===== src/sv/largest_prime_scan_defines.svh =====
// assertion macros shared by the largest prime scan rtl
// no dependencies; included by files that carry concurrent checks
`ifndef LARGEST_PRIME_SCAN_DEFINES_SVH
`define LARGEST_PRIME_SCAN_DEFINES_SVH

// consequent must hold in the same cycle as the antecedent
`define LPS_ASSERT_NOW(label, clk, rst, ante, cons) \
   label: assert property (@(posedge clk) disable iff (rst) (ante) |-> (cons)) \
      else $error("lps same-cycle check failed");

// consequent must hold in the cycle after the antecedent
`define LPS_ASSERT_NEXT(label, clk, rst, ante, cons) \
   label: assert property (@(posedge clk) disable iff (rst) (ante) |=> (cons)) \
      else $error("lps next-cycle check failed");

`endif


===== src/sv/lps_pkg.sv =====
// shared types and constants for the largest prime scan block
// no dependencies; used by the interfaces, the top level and the testbench
`default_nettype none

package lps_pkg;

   // width of the reported prime
   localparam int OUT_WIDTH = 31;

   // smallest trial divisor
   localparam int FIRST_DIVISOR = 2;

   typedef enum logic [2:0] {
      ST_IDLE,
      ST_CHECK,
      ST_DIV,
      ST_EVAL,
      ST_FINISH
   } state_type;

   // control from the sequencer to the datapath
   typedef struct packed {
      logic req_ready;
      logic div_start;
      logic set_first;
      logic next_divisor;
      logic mark_prime;
      logic mark_composite;
      logic commit;
      logic out_load;
   } ctrl_type;

endpackage

`default_nettype wire


===== src/sv/lps_if.sv =====
// valid/ready channel interfaces for the largest prime scan block
// depends on lps_pkg for the result width
`default_nettype none

interface lps_req_if #(
   parameter int DATA_WIDTH = 32
) ();
   logic                         valid;
   logic                         ready;
   logic signed [DATA_WIDTH-1:0] value;
   logic                         last;

   modport source (output valid, output value, output last, input ready);
   modport sink   (input valid, input value, input last, output ready);
endinterface

interface lps_rsp_if ();
   logic                             valid;
   logic                             ready;
   logic [lps_pkg::OUT_WIDTH-1:0]    largest_prime;
   logic                             found;

   modport source (output valid, output largest_prime, output found, input ready);
   modport sink   (input valid, input largest_prime, input found, output ready);
endinterface

`default_nettype wire


===== src/sv/largest_prime_scan.sv =====
// largest prime scan top level: trial-division sequencer around a shared divider
// depends on lps_pkg, lps_if (lps_req_if, lps_rsp_if), lps_div and the defines header
//
//   channel   dir  payload                      transfer when
//   req_if    in   value, last                  valid && ready
//   rsp_if    out  largest_prime, found         valid && ready
//
// one element at a time; req_if.ready is high only while idle.
// per element: accept and screen, then one run of the divider for each trial
// divisor d = 2, 3, ... up to the first d that divides or has d*d > value, then commit.
// worst case at DATA_WIDTH = 32 is 46340 trial divisors.
// a final element holds in the commit cycle until the result register is free.
// reset is synchronous and clears the sequencer, the running maximum and rsp valid.
// a held result does not block the next element until that element's own result is due.
`default_nettype none
`include "largest_prime_scan_defines.svh"

module largest_prime_scan #(
   parameter int DATA_WIDTH = 32
) (
   input  wire logic  clock,
   input  wire logic  reset,
   lps_req_if.sink    req_if,
   lps_rsp_if.source  rsp_if
);

   localparam int W     = DATA_WIDTH - 1;
   localparam int OUT_W = lps_pkg::OUT_WIDTH;

   lps_pkg::state_type state_ff, state_in;
   lps_pkg::ctrl_type  ctrl;

   logic [W-1:0]     cand_ff, cand_in;
   logic             neg_ff, neg_in;
   logic             last_ff, last_in;
   logic [W-1:0]     d_ff, d_in;
   logic             prime_ff, prime_in;
   logic [W-1:0]     best_ff, best_in;
   logic             any_ff, any_in;
   logic             rsp_valid_ff, rsp_valid_in;
   logic [OUT_W-1:0] largest_ff, largest_in;
   logic             found_ff, found_in;

   logic             div_done;
   logic [W-1:0]     div_q;
   logic [W-1:0]     div_r;
   logic             trivial;
   logic             beyond_root;
   logic             divides;
   logic             out_free;
   logic             upd;
   logic [W-1:0]     new_best;
   logic             new_any;

   lps_div #(
      .WIDTH (W)
   ) u_div (
      .clock     (clock),
      .reset     (reset),
      .start     (ctrl.div_start),
      .dividend  (cand_ff),
      .divisor   (ctrl.set_first ? W'(lps_pkg::FIRST_DIVISOR) : d_ff + W'(1)),
      .done      (div_done),
      .quotient  (div_q),
      .remainder (div_r)
   );

   // negative, zero and one are never prime
   assign trivial     = neg_ff || (cand_ff[W-1:1] == '0);
   assign beyond_root = d_ff > div_q;
   assign divides     = (div_r == '0);
   assign out_free    = !rsp_valid_ff || rsp_if.ready;

   assign upd      = prime_ff && (!any_ff || cand_ff > best_ff);
   assign new_best = upd ? cand_ff : best_ff;
   assign new_any  = any_ff || prime_ff;

   // next state
   always_comb begin
      state_in = state_ff;
      case (state_ff)
         lps_pkg::ST_IDLE: begin
            if (req_if.valid) state_in = lps_pkg::ST_CHECK;
         end
         lps_pkg::ST_CHECK: begin
            state_in = trivial ? lps_pkg::ST_FINISH : lps_pkg::ST_DIV;
         end
         lps_pkg::ST_DIV: begin
            if (div_done) state_in = lps_pkg::ST_EVAL;
         end
         lps_pkg::ST_EVAL: begin
            state_in = (beyond_root || divides) ? lps_pkg::ST_FINISH : lps_pkg::ST_DIV;
         end
         lps_pkg::ST_FINISH: begin
            if (!last_ff || out_free) state_in = lps_pkg::ST_IDLE;
         end
         default: state_in = lps_pkg::ST_IDLE;
      endcase
   end

   // sequencer outputs
   always_comb begin
      ctrl = '0;
      case (state_ff)
         lps_pkg::ST_IDLE: begin
            ctrl.req_ready = 1'b1;
         end
         lps_pkg::ST_CHECK: begin
            ctrl.mark_composite = trivial;
            ctrl.div_start      = !trivial;
            ctrl.set_first      = !trivial;
         end
         lps_pkg::ST_DIV: begin
            ctrl = '0;
         end
         lps_pkg::ST_EVAL: begin
            ctrl.mark_prime     = beyond_root;
            ctrl.mark_composite = !beyond_root && divides;
            ctrl.next_divisor   = !beyond_root && !divides;
            ctrl.div_start      = !beyond_root && !divides;
         end
         lps_pkg::ST_FINISH: begin
            ctrl.commit   = !last_ff || out_free;
            ctrl.out_load = last_ff && out_free;
         end
         default: ctrl = '0;
      endcase
   end

   // datapath next values
   always_comb begin
      cand_in = cand_ff;
      neg_in  = neg_ff;
      last_in = last_ff;
      if (ctrl.req_ready && req_if.valid) begin
         cand_in = req_if.value[W-1:0];
         neg_in  = req_if.value[W];
         last_in = req_if.last;
      end

      d_in = d_ff;
      if (ctrl.set_first)    d_in = W'(lps_pkg::FIRST_DIVISOR);
      if (ctrl.next_divisor) d_in = d_ff + W'(1);

      prime_in = prime_ff;
      if (ctrl.mark_prime)     prime_in = 1'b1;
      if (ctrl.mark_composite) prime_in = 1'b0;

      best_in = best_ff;
      any_in  = any_ff;
      if (ctrl.commit) begin
         if (last_ff) begin
            best_in = '0;
            any_in  = 1'b0;
         end else begin
            best_in = new_best;
            any_in  = new_any;
         end
      end

      largest_in   = largest_ff;
      found_in     = found_ff;
      rsp_valid_in = rsp_valid_ff && !rsp_if.ready;
      if (ctrl.out_load) begin
         largest_in   = new_any ? OUT_W'(new_best) : '0;
         found_in     = new_any;
         rsp_valid_in = 1'b1;
      end
   end

   always_ff @(posedge clock) begin
      cand_ff    <= cand_in;
      neg_ff     <= neg_in;
      last_ff    <= last_in;
      d_ff       <= d_in;
      prime_ff   <= prime_in;
      largest_ff <= largest_in;
      found_ff   <= found_in;
      if (reset) begin
         state_ff     <= lps_pkg::ST_IDLE;
         best_ff      <= '0;
         any_ff       <= 1'b0;
         rsp_valid_ff <= 1'b0;
      end else begin
         state_ff     <= state_in;
         best_ff      <= best_in;
         any_ff       <= any_in;
         rsp_valid_ff <= rsp_valid_in;
      end
   end

   assign req_if.ready         = ctrl.req_ready;
   assign rsp_if.valid         = rsp_valid_ff;
   assign rsp_if.largest_prime = largest_ff;
   assign rsp_if.found         = found_ff;

   `LPS_ASSERT_NOW(a_done_in_div, clock, reset, div_done, state_ff == lps_pkg::ST_DIV)
   `LPS_ASSERT_NEXT(a_accept_to_check, clock, reset, req_if.valid && req_if.ready, state_ff == lps_pkg::ST_CHECK)
   `LPS_ASSERT_NOW(a_empty_best_zero, clock, reset, !any_ff, best_ff == '0)
   `LPS_ASSERT_NOW(a_not_found_zero, clock, reset, rsp_valid_ff && !found_ff, largest_ff == '0)
   `LPS_ASSERT_NOW(a_divisor_min, clock, reset, state_ff == lps_pkg::ST_EVAL, d_ff >= W'(lps_pkg::FIRST_DIVISOR))

endmodule

`default_nettype wire


===== src/sv/lps_div.sv =====
// restoring divider, one quotient bit per cycle, quotient and remainder registered
// no package dependencies
`default_nettype none

module lps_div #(
   parameter int WIDTH = 31
) (
   input  wire logic             clock,
   input  wire logic             reset,
   input  wire logic             start,
   input  wire logic [WIDTH-1:0] dividend,
   input  wire logic [WIDTH-1:0] divisor,
   output logic                  done,
   output logic [WIDTH-1:0]      quotient,
   output logic [WIDTH-1:0]      remainder
);

   localparam int CW = $clog2(WIDTH + 1);

   logic [WIDTH-1:0] acc_ff, acc_in;
   logic [WIDTH-1:0] rem_ff, rem_in;
   logic [WIDTH-1:0] dsr_ff, dsr_in;
   logic [CW-1:0]    cnt_ff, cnt_in;
   logic             busy_ff, busy_in;
   logic             done_ff, done_in;
   logic [WIDTH:0]   trial;

   always_comb begin
      trial   = {rem_ff, acc_ff[WIDTH-1]} - {1'b0, dsr_ff};
      acc_in  = acc_ff;
      rem_in  = rem_ff;
      dsr_in  = dsr_ff;
      cnt_in  = cnt_ff;
      busy_in = busy_ff;
      done_in = 1'b0;
      if (start) begin
         acc_in  = dividend;
         rem_in  = '0;
         dsr_in  = divisor;
         cnt_in  = CW'(WIDTH);
         busy_in = 1'b1;
      end else if (busy_ff) begin
         // shift the next dividend bit in, keep the difference when it fits
         if (!trial[WIDTH]) begin
            rem_in = trial[WIDTH-1:0];
            acc_in = {acc_ff[WIDTH-2:0], 1'b1};
         end else begin
            rem_in = {rem_ff[WIDTH-2:0], acc_ff[WIDTH-1]};
            acc_in = {acc_ff[WIDTH-2:0], 1'b0};
         end
         cnt_in = cnt_ff - CW'(1);
         if (cnt_ff == CW'(1)) begin
            busy_in = 1'b0;
            done_in = 1'b1;
         end
      end
   end

   always_ff @(posedge clock) begin
      acc_ff <= acc_in;
      rem_ff <= rem_in;
      dsr_ff <= dsr_in;
      cnt_ff <= cnt_in;
      if (reset) begin
         busy_ff <= 1'b0;
         done_ff <= 1'b0;
      end else begin
         busy_ff <= busy_in;
         done_ff <= done_in;
      end
   end

   assign done      = done_ff;
   assign quotient  = acc_ff;
   assign remainder = rem_ff;

endmodule

`default_nettype wire


===== src/flat_wrapper.sv =====
// flat-port wrapper written by rule: the top's interface ports become plain ports
module largest_prime_scan_flat 
#(
   parameter int DATA_WIDTH = 32
)
  (clock, reset, req_if_valid, req_if_value, req_if_last, req_if_ready, rsp_if_valid, rsp_if_largest_prime, rsp_if_found, rsp_if_ready);
  lps_req_if #(.DATA_WIDTH(DATA_WIDTH)) req_if_i ();
  lps_rsp_if rsp_if_i ();
  input  wire logic clock;
  input  wire logic reset;
  input wire logic [$bits(req_if_i.valid)-1:0] req_if_valid;
  input wire logic [$bits(req_if_i.value)-1:0] req_if_value;
  input wire logic [$bits(req_if_i.last)-1:0] req_if_last;
  output wire logic [$bits(req_if_i.ready)-1:0] req_if_ready;
  output wire logic [$bits(rsp_if_i.valid)-1:0] rsp_if_valid;
  output wire logic [$bits(rsp_if_i.largest_prime)-1:0] rsp_if_largest_prime;
  output wire logic [$bits(rsp_if_i.found)-1:0] rsp_if_found;
  input wire logic [$bits(rsp_if_i.ready)-1:0] rsp_if_ready;
  assign req_if_i.valid = req_if_valid;
  assign req_if_i.value = req_if_value;
  assign req_if_i.last = req_if_last;
  assign req_if_ready = req_if_i.ready;
  assign rsp_if_valid = rsp_if_i.valid;
  assign rsp_if_largest_prime = rsp_if_i.largest_prime;
  assign rsp_if_found = rsp_if_i.found;
  assign rsp_if_i.ready = rsp_if_ready;
  largest_prime_scan #(.DATA_WIDTH(DATA_WIDTH)) u_core (.clock(clock), .reset(reset), .req_if(req_if_i), .rsp_if(rsp_if_i));
endmodule

===== config.mk =====
export PLATFORM = sky130hd
export DESIGN_NAME = largest_prime_scan_flat
export DESIGN_NICKNAME = d
export VERILOG_FILES = /design/src/sv/lps_pkg.sv /design/src/sv/lps_if.sv /design/src/sv/largest_prime_scan.sv /design/src/sv/lps_div.sv /design/src/flat_wrapper.sv
export VERILOG_INCLUDE_DIRS = /design/src /design/src/sv
export SDC_FILE = /design/constraint.sdc
export NUM_CORES = 1
export LEC_CHECK = 0
export BUFFER_PORTS_ARGS = -buffer_cell sky130_fd_sc_hd__buf_2
export CAP_MARGIN = 40
export CORE_UTILIZATION = 35
export CTS_CLUSTER_SIZE = 10
export DETAILED_ROUTE_END_ITERATION = 12
export MAX_ROUTING_LAYER = met4
export PLACE_DENSITY = 0.51
export SETUP_SLACK_MARGIN = 0.3
export SLEW_MARGIN = 20
export SYNTH_ARGS = -nofsm -noshare
export SYNTH_HDL_FRONTEND = slang
export SYNTH_SLANG_ARGS = --single-unit

===== constraint.sdc =====
create_clock -name clock -period 4.7 [get_ports clock]
set_input_delay 0.47 -clock clock [delete_from_list [all_inputs] [get_ports clock]]
set_output_delay 0.47 -clock clock [all_outputs]
set_load 0.01 [all_outputs]

# [Word level (Yosys, flattened, before mapping)]
# Index checks and enable logic that the tools add are counted.
[totals] ram_bits=0 input_bits=37 elab_cells=83 mem_bits_ro=0 latchBits=0 n_memories=0 ff_bits=233
[op_classes] order_cmp=2 bitwise=1 shift=0 n_eq_ne=8 n_addsub=3 n_mul=0 muxes=26 div_mod_pow=0 n_reduce_logical=26
[op_table] cell="31-bit two-way mux" n=7
[op_table] cell="31-bit > comparator" n=2
[op_table] cell="32-bit by 31-bit subtractor with 32-bit output" n=1
[op_table] cell="31-bit by 1-bit adder with 31-bit output, second input constant" n=1
[op_table] cell="31-bit logical NOT" n=1
[op_table] cell="30-bit logical NOT" n=1
[op_table] cell="3-bit two-way mux" n=5
[op_table] cell="3-bit one-hot mux with 5 select lines" n=1
[op_table] cell="1-bit two-way mux" n=9
[op_table] cell="1-bit logical NOT" n=7
[op_table] cell="3-bit by 2-bit equality test with 1-bit output, second input constant" n=2
[op_table] cell="1-bit logical AND" n=6
[op_table] cell="1-bit logical OR" n=6
[op_table] cell="5-bit by 1-bit equality test with 1-bit output, second input constant" n=1
[op_table] cell="5-bit by 1-bit subtractor with 5-bit output, second input constant" n=1
[op_table] cell="2-bit two-way mux" n=2
[op_table] cell="2-bit != test, second input constant" n=2
[op_table] cell="1-bit one-hot mux with 2 select lines" n=2
[op_table] cell="2-bit nonzero test" n=2
[op_table] cell="3-bit by 1-bit equality test with 1-bit output, second input constant" n=1
[op_table] cell="3-bit equality test, second input constant" n=1
[op_table] cell="3-bit logical NOT" n=1
[op_table] cell="3-bit AND reduction" n=1
[op_table] cell="3-bit OR reduction" n=1
[op_table] cell="2 further kinds" n=2

# [Logic depth before layout (Yosys ltp)]
[depth] word_depth=6 depth_mapped=14 depth_no_buf=12

# [By module]
# A second synthesis with hierarchy kept.
[hier_totals] cells_unflattened=1298 hier_area_um2=13420.4
[by_module_without_submodules] mod="largest_prime_scan" area_per_inst_um2=7425.9 cells_per_inst=706 seq_area_each_um2=3623.5 n_inst=1
[by_module_without_submodules] mod="lps_div" area_per_inst_um2=5994.5 cells_per_inst=592 seq_area_each_um2=2622.5 n_inst=1

# [Least setup slack after synthesis]
# OpenSTA, ideal clock, no wires.
[synth_timing] kind="reg-to-reg" start="register u_core.d_ff[4]" end="register u_core.u_div.acc_ff[22], in the netlist u_core.u_div.quotient[22], data pin" path_stages_with_launch=12 t_arrival_ns=3.149 slack_ns=1.240 required_time_ns=4.389 n_path_buf=1 setup_ns=0.311 path_cell_list="edfxtp_1 -> ha_1 -> a21o_1 -> a21oi_1 -> nor2b_1 -> o31a_1 -> o2111ai_1 -> nand4_1 -> nor2b_1 -> clkinv_1 -> clkbuf_1 -> o21ai_0"
[synth_via] elab_chain_len=5
[synth_rtl] item="from (decl)" line_no="largest_prime_scan.sv:36" text="logic [W-1:0] d_ff, d_in;"
[synth_rtl] item="from (signal assigned)" line_no="largest_prime_scan.sv:175" text="d_ff <= d_in;"
[synth_rtl] item="31-bit > comparator" line_no="largest_prime_scan.sv:70" text="assign beyond_root = d_ff > div_q;"
[synth_rtl] item="1-bit logical NOT" line_no="largest_prime_scan.sv:120" text="ctrl.div_start = !beyond_root && !divides;"
[synth_rtl] item="1-bit logical AND" line_no="largest_prime_scan.sv:120"
[synth_rtl] item="1-bit one-hot mux with 2 select lines" line_no="largest_prime_scan.sv:104" text="case (state_ff)"
[synth_rtl] item="31-bit two-way mux" line_no="lps_div.sv:36" text="if (start) begin"
[synth_rtl] item="via u_core.u_div.acc_in[22]" line_no="lps_div.sv:20" text="logic [WIDTH-1:0] acc_ff, acc_in;"
[synth_rtl] item="to (signal assigned)" line_no="lps_div.sv:60" text="acc_ff <= acc_in;"
[synth_rtl] item="to (decl)" line_no="lps_div.sv:20"
# The timed path passes the listed nets, and every way through them passes these cells.
# A chain may end at the register's enable or synchronous reset.

# [Final worst setup path]
[layout_timing] start="register u_core.u_div.dsr_ff[25]" end="register u_core.u_div.rem_ff[14], in the netlist u_core.u_div.remainder[14]"
[layout_via] elab_chain_len=2
[layout_rtl] item="from (decl)" line_no="lps_div.sv:22" text="logic [WIDTH-1:0] dsr_ff, dsr_in;"
[layout_rtl] item="from (signal assigned)" line_no="lps_div.sv:62" text="dsr_ff <= dsr_in;"
[layout_rtl] item="32-bit by 31-bit subtractor with 32-bit output" line_no="lps_div.sv:29" text="trial = {rem_ff, acc_ff[WIDTH-1]} - {1'b0, dsr_ff};"
[layout_rtl] item="31-bit two-way mux" line_no="lps_div.sv:44" text="if (!trial[WIDTH]) begin"
[layout_rtl] item="to (signal assigned)" line_no="lps_div.sv:61" text="rem_ff <= rem_in;"
[layout_rtl] item="to (decl)" line_no="lps_div.sv:21" text="logic [WIDTH-1:0] rem_ff, rem_in;"
# No other way between the ends.

==> metrics.md <==
| Metric | Value |
|---|---|
| Number of pins exceeding their max-slew limit in the final report | 0 |
| Total setup violations reported at the end of the flow | 0 |
| Switching pwr | 0.00246 W |
| Data required time of the critical path | 5170 ps |
| Mean instance size in the synthesized netlist | 9.71 um^2 |
| Final Hold Viols | 0 |
| DIE WIDTH | 193 um |
| Total grt overflow | 0 |
| Type of the worst min-delay path | in2reg |
| Number of buffers added to fix hold violations after cts | 0 |
| Final layout net count | 1511 |
| Capturing element type of the critical path | flip-flop |
| FF+latch count, synth | 233 |
| Setup repair after global routing missed its margin | no |
| H-tree depth | 1 |
| Synthesized instance count | 1314 |
| Average wire per cell in the routed design | 16.9 um |
| Sw Share | 35.0% |
| Post-route DRC | 2 |
| Critical path launch point type | flip-flop |
| Synth Cell Area | 12800 um^2 |
| Detailed-routing iteration count for the pre-antenna-repair pass | 9 |
| Number of port buffers | 70 |
| Number of warnings issued by yosys | 0 |
| Maximum number of buffers from clock root to sink | 3 |
| Antenna violations before repair | 0 |
| Starting DRC count in detailed routing | 528 |
| Floorplan die area | 37200 um^2 |
| Maximum capacitance violations | 0 |
| Initial standard-cell utilization of the core | 35.7% |
| Cell area power density | 481 nW/um^2 |
| Failing checks | DRC |
| Routed via count divided by cell count | 5.17 |
| Sequential share of power | 38.0% |
| Category of the critical setup timing path | reg2reg |
| Run status | complete, but fails checks |
| Clock tree from TritonCTS | built |
| I/O pin count | 71 |
| Register clock-pin slew on the reported worst setup and hold paths | 60 ps |
| Worst Tran Pin Value | 818 ps |
| Total number of vias | 9607 |
| PnR Total Power | 0.00702 W |
| Final critical path time including I/O delays and setup | 3570 ps |
| Post-synthesis sequential area ratio | 49.0% |
| Worst-path fanout max | 20 |
| Share of flip-flops with an asynchronous set or reset after synthesis | 0% |
| Number of unique standard cell types used by synthesis | 68 |
| Synth area leaders | sky130_fd_sc_hd__edfxtp_1 37%, sky130_fd_sc_hd__dfxtp_1 12%, sky130_fd_sc_hd__ha_1 9.4%, sky130_fd_sc_hd__nor2_1 4.5%, sky130_fd_sc_hd__a21oi_1 3.6% |
| Number of nets with antenna violations after routing | 0 |
| Drt total wl | 31500 um |
| Leading cell types in the layout, fill and taps excluded | 158 x sky130_fd_sc_hd__edfxtp_1, 152 x sky130_fd_sc_hd__nor2_1, 110 x sky130_fd_sc_hd__inv_1 |
| Number of placement rows | 69 |
| Normalized max-slew margin | 45.2% |
| Worst-case clock skew | 17.4 ps |
| Synthesized net count | 1448 |
| Power share of the clock group | 29.8% |
| Root Buffer | sky130_fd_sc_hd__clkbuf_16 |
| Maximum VDD drop | 0.316 mV |
| Via count of the first global-routing pass | 9508 |
| Maximum clock frequency | 280 MHz |
| Worst endpoint data arrival time | 4040 ps |
| Clock buffer count from CTS | 29 |
| Ys flop type | sky130_fd_sc_hd__edfxtp_1 |
| Static Leak | 5.73 nW |
| Pint | 0.00457 W |
| Sum Neg Setup Slack | 0 ps |
| Post-CTS Repair Setup Buffers | 0 |
| Area fraction of the dominant cell type after synthesis | 37.2% |
| Tot GR Track Use | 17.8% |
| Die Y-Extent | 193 um |
| Sink Count | 233 |
| Area of the core | 35700 um^2 |
| Share of layout cells above drive strength 1 | 11.0% |
| Source-to-sink clock delay at the later pin of the worst-skew pair | 570 ps |
| Diode count | 0 |
| Detail Placement HPWL | 22200 um |
| CTS resizes | 0 |
| Global placement routability congestion | 0.888 |
| Area overhead of the layout relative to synthesis | 14.4% |
| Global-route wire length before repair | 51000 um |
| Leading cell type in the layout, fill and taps excluded | sky130_fd_sc_hd__edfxtp_1 |
| Finished Core Util | 40.8% |
| Library cell occupying the most area in the post-synthesis netlist | sky130_fd_sc_hd__edfxtp_1 |
| Share of total power in combinational logic | 32.1% |
| Share of the clock period used by the worst path | 76.0% |
| Number of enable flip-flop cells after synthesis | 158 |
| Maximum number of pins on one net before global-route repair | 62 |
## final timing paths
path | start | to | slack (ps) | depth (start not counted)
hold reg to reg | u_core.best_ff[29]$_SDFFE_PP0P_ | u_core.best_ff[29]$_SDFFE_PP0P_ | 480 | 1
setup reg to reg | u_core.u_div.dsr_ff[25]$_SDFFCE_PP0P_ | u_core.u_div.remainder[14]$_SDFFE_PP0P_ | 1130 | 12
hold / removal | req_if_value[30] | u_core.cand_ff[30]$_DFFE_PP_ | 70 | 1
setup / recovery | u_core.u_div.dsr_ff[25]$_SDFFCE_PP0P_ | u_core.u_div.remainder[14]$_SDFFE_PP0P_ | 1130 | 12
## power by group through the flow
stage	Sequential (W)	Combinational, W	Clock (W)
global route	0.00271	0.00254	0.00224
finish	0.00267	0.00226	0.00210
floorplan	0.00262	0.00178	0
global placement	0.00272	0.00224	0
CTS	0.00267	0.00227	0.00217
detailed placement	0.00271	0.00226	0
## layer usage
metal	vias up	routed length (um)	track usage, %
li1	4864	-	-
met1	4545	15400	23.8
met2	152	14300	28.4
met3	46	1010	2.42
met4	0	750	4.42
met5	-	0	-
## per-stage QoR
stage          hold slack (ps)  setup slack (ps)  instances  instance area (um^2)
3_5_place_dp               463              1190       1806                 13700
6_report                  74.0              1130       1858                 14600
4_1_cts                   43.2              1140       1857                 14600
2_1_floorplan              449              1240       1314                 12800
3_3_place_gp               461              1200       1803                 13600
5_1_grt                   55.2               906       1858                 14600
## cells by family (layout without fill, tap and decap cells)
kind of cell | after synthesis | count (layout) | synth area share, %
simple gates | 403 | 403 | 14.9
buf+inv | 170 | 253 | 5.22
mux | 4 | 4 | 0.314
xor+xnor | 57 | 57 | 3.91
compound gates | 350 | 350 | 17.1
fa+ha+maj | 97 | 97 | 9.57
flops | 233 | 233 | 49.0
## state kept, by name, summed over array words and instances (netlist names)
name                         cells
u_core.best_ff                  31
u_core.cand_ff                  31
u_core.d_ff                     31
u_core.rsp_if.largest_prime     31
u_core.u_div.dsr_ff             31
u_core.u_div.quotient           31
u_core.u_div.remainder          31
u_core.u_div.cnt_ff              5
u_core.state_ff                  3
u_core.any_ff                    1
u_core.last_ff                   1
u_core.neg_ff                    1
u_core.prime_ff                  1
u_core.rsp_if.found              1
u_core.rsp_if.valid              1
u_core.u_div.busy_ff             1
u_core.u_div.done                1
## worst max-delay path, stage by stage, from the launching register on
cell                       delay, ps
sky130_fd_sc_hd__edfxtp_1        330
sky130_fd_sc_hd__inv_1            60
sky130_fd_sc_hd__ha_1            510
sky130_fd_sc_hd__nand3_2         200
sky130_fd_sc_hd__nor2_4          150
sky130_fd_sc_hd__nand3_4          90
sky130_fd_sc_hd__or3_1           400
sky130_fd_sc_hd__o32a_2          250
sky130_fd_sc_hd__a31o_2          290
sky130_fd_sc_hd__a21oi_2         480
sky130_fd_sc_hd__buf_4           390
sky130_fd_sc_hd__nor3_1          100
sky130_fd_sc_hd__o32ai_1         220
## layout make-up
| type | count | area [um^2] |
|---|---|---|
| Tap cell | 461 | 577 |
| Multi-Input combinational cell | 911 | 5910 |
| Inverter | 112 | 420 |
| Clock inverter | 8 | 75.1 |
| Timing Repair Buffer | 90 | 558 |
| Clock buffer | 43 | 808 |
| Fill cell | 3604 | 21100 |
| Sequential cell | 233 | 6250 |
## cell usage after synthesis (3+ instances only)
library cell	n
sky130_fd_sc_hd__edfxtp_1	158
sky130_fd_sc_hd__mux2i_1	4
sky130_fd_sc_hd__buf_4	3
sky130_fd_sc_hd__and2_1	4
sky130_fd_sc_hd__and3_1	10
sky130_fd_sc_hd__nor3_1	14
sky130_fd_sc_hd__o21ai_0	78
sky130_fd_sc_hd__or3_1	3
sky130_fd_sc_hd__nand3_1	45
sky130_fd_sc_hd__xor2_1	30
sky130_fd_sc_hd__a22o_1	32
sky130_fd_sc_hd__o32ai_1	5
sky130_fd_sc_hd__inv_1	110
sky130_fd_sc_hd__nor2b_1	11
sky130_fd_sc_hd__ha_1	96
sky130_fd_sc_hd__a31oi_1	38
sky130_fd_sc_hd__nor2_1	154
sky130_fd_sc_hd__clkbuf_1	47
sky130_fd_sc_hd__nand2_1	87
sky130_fd_sc_hd__buf_2	7
sky130_fd_sc_hd__xnor2_1	27
sky130_fd_sc_hd__o21a_1	7
sky130_fd_sc_hd__dfxtp_1	75
sky130_fd_sc_hd__a211oi_1	4
sky130_fd_sc_hd__o21ai_1	27
sky130_fd_sc_hd__a21oi_1	91
sky130_fd_sc_hd__nand2b_1	11
sky130_fd_sc_hd__o21bai_1	4
sky130_fd_sc_hd__a21o_1	34
sky130_fd_sc_hd__nor4_1	17
sky130_fd_sc_hd__nand4_1	27
sky130_fd_sc_hd__o211ai_1	9
sky130_fd_sc_hd__nor3b_1	3
Note: power is estimated with default switching activity, not from simulation.
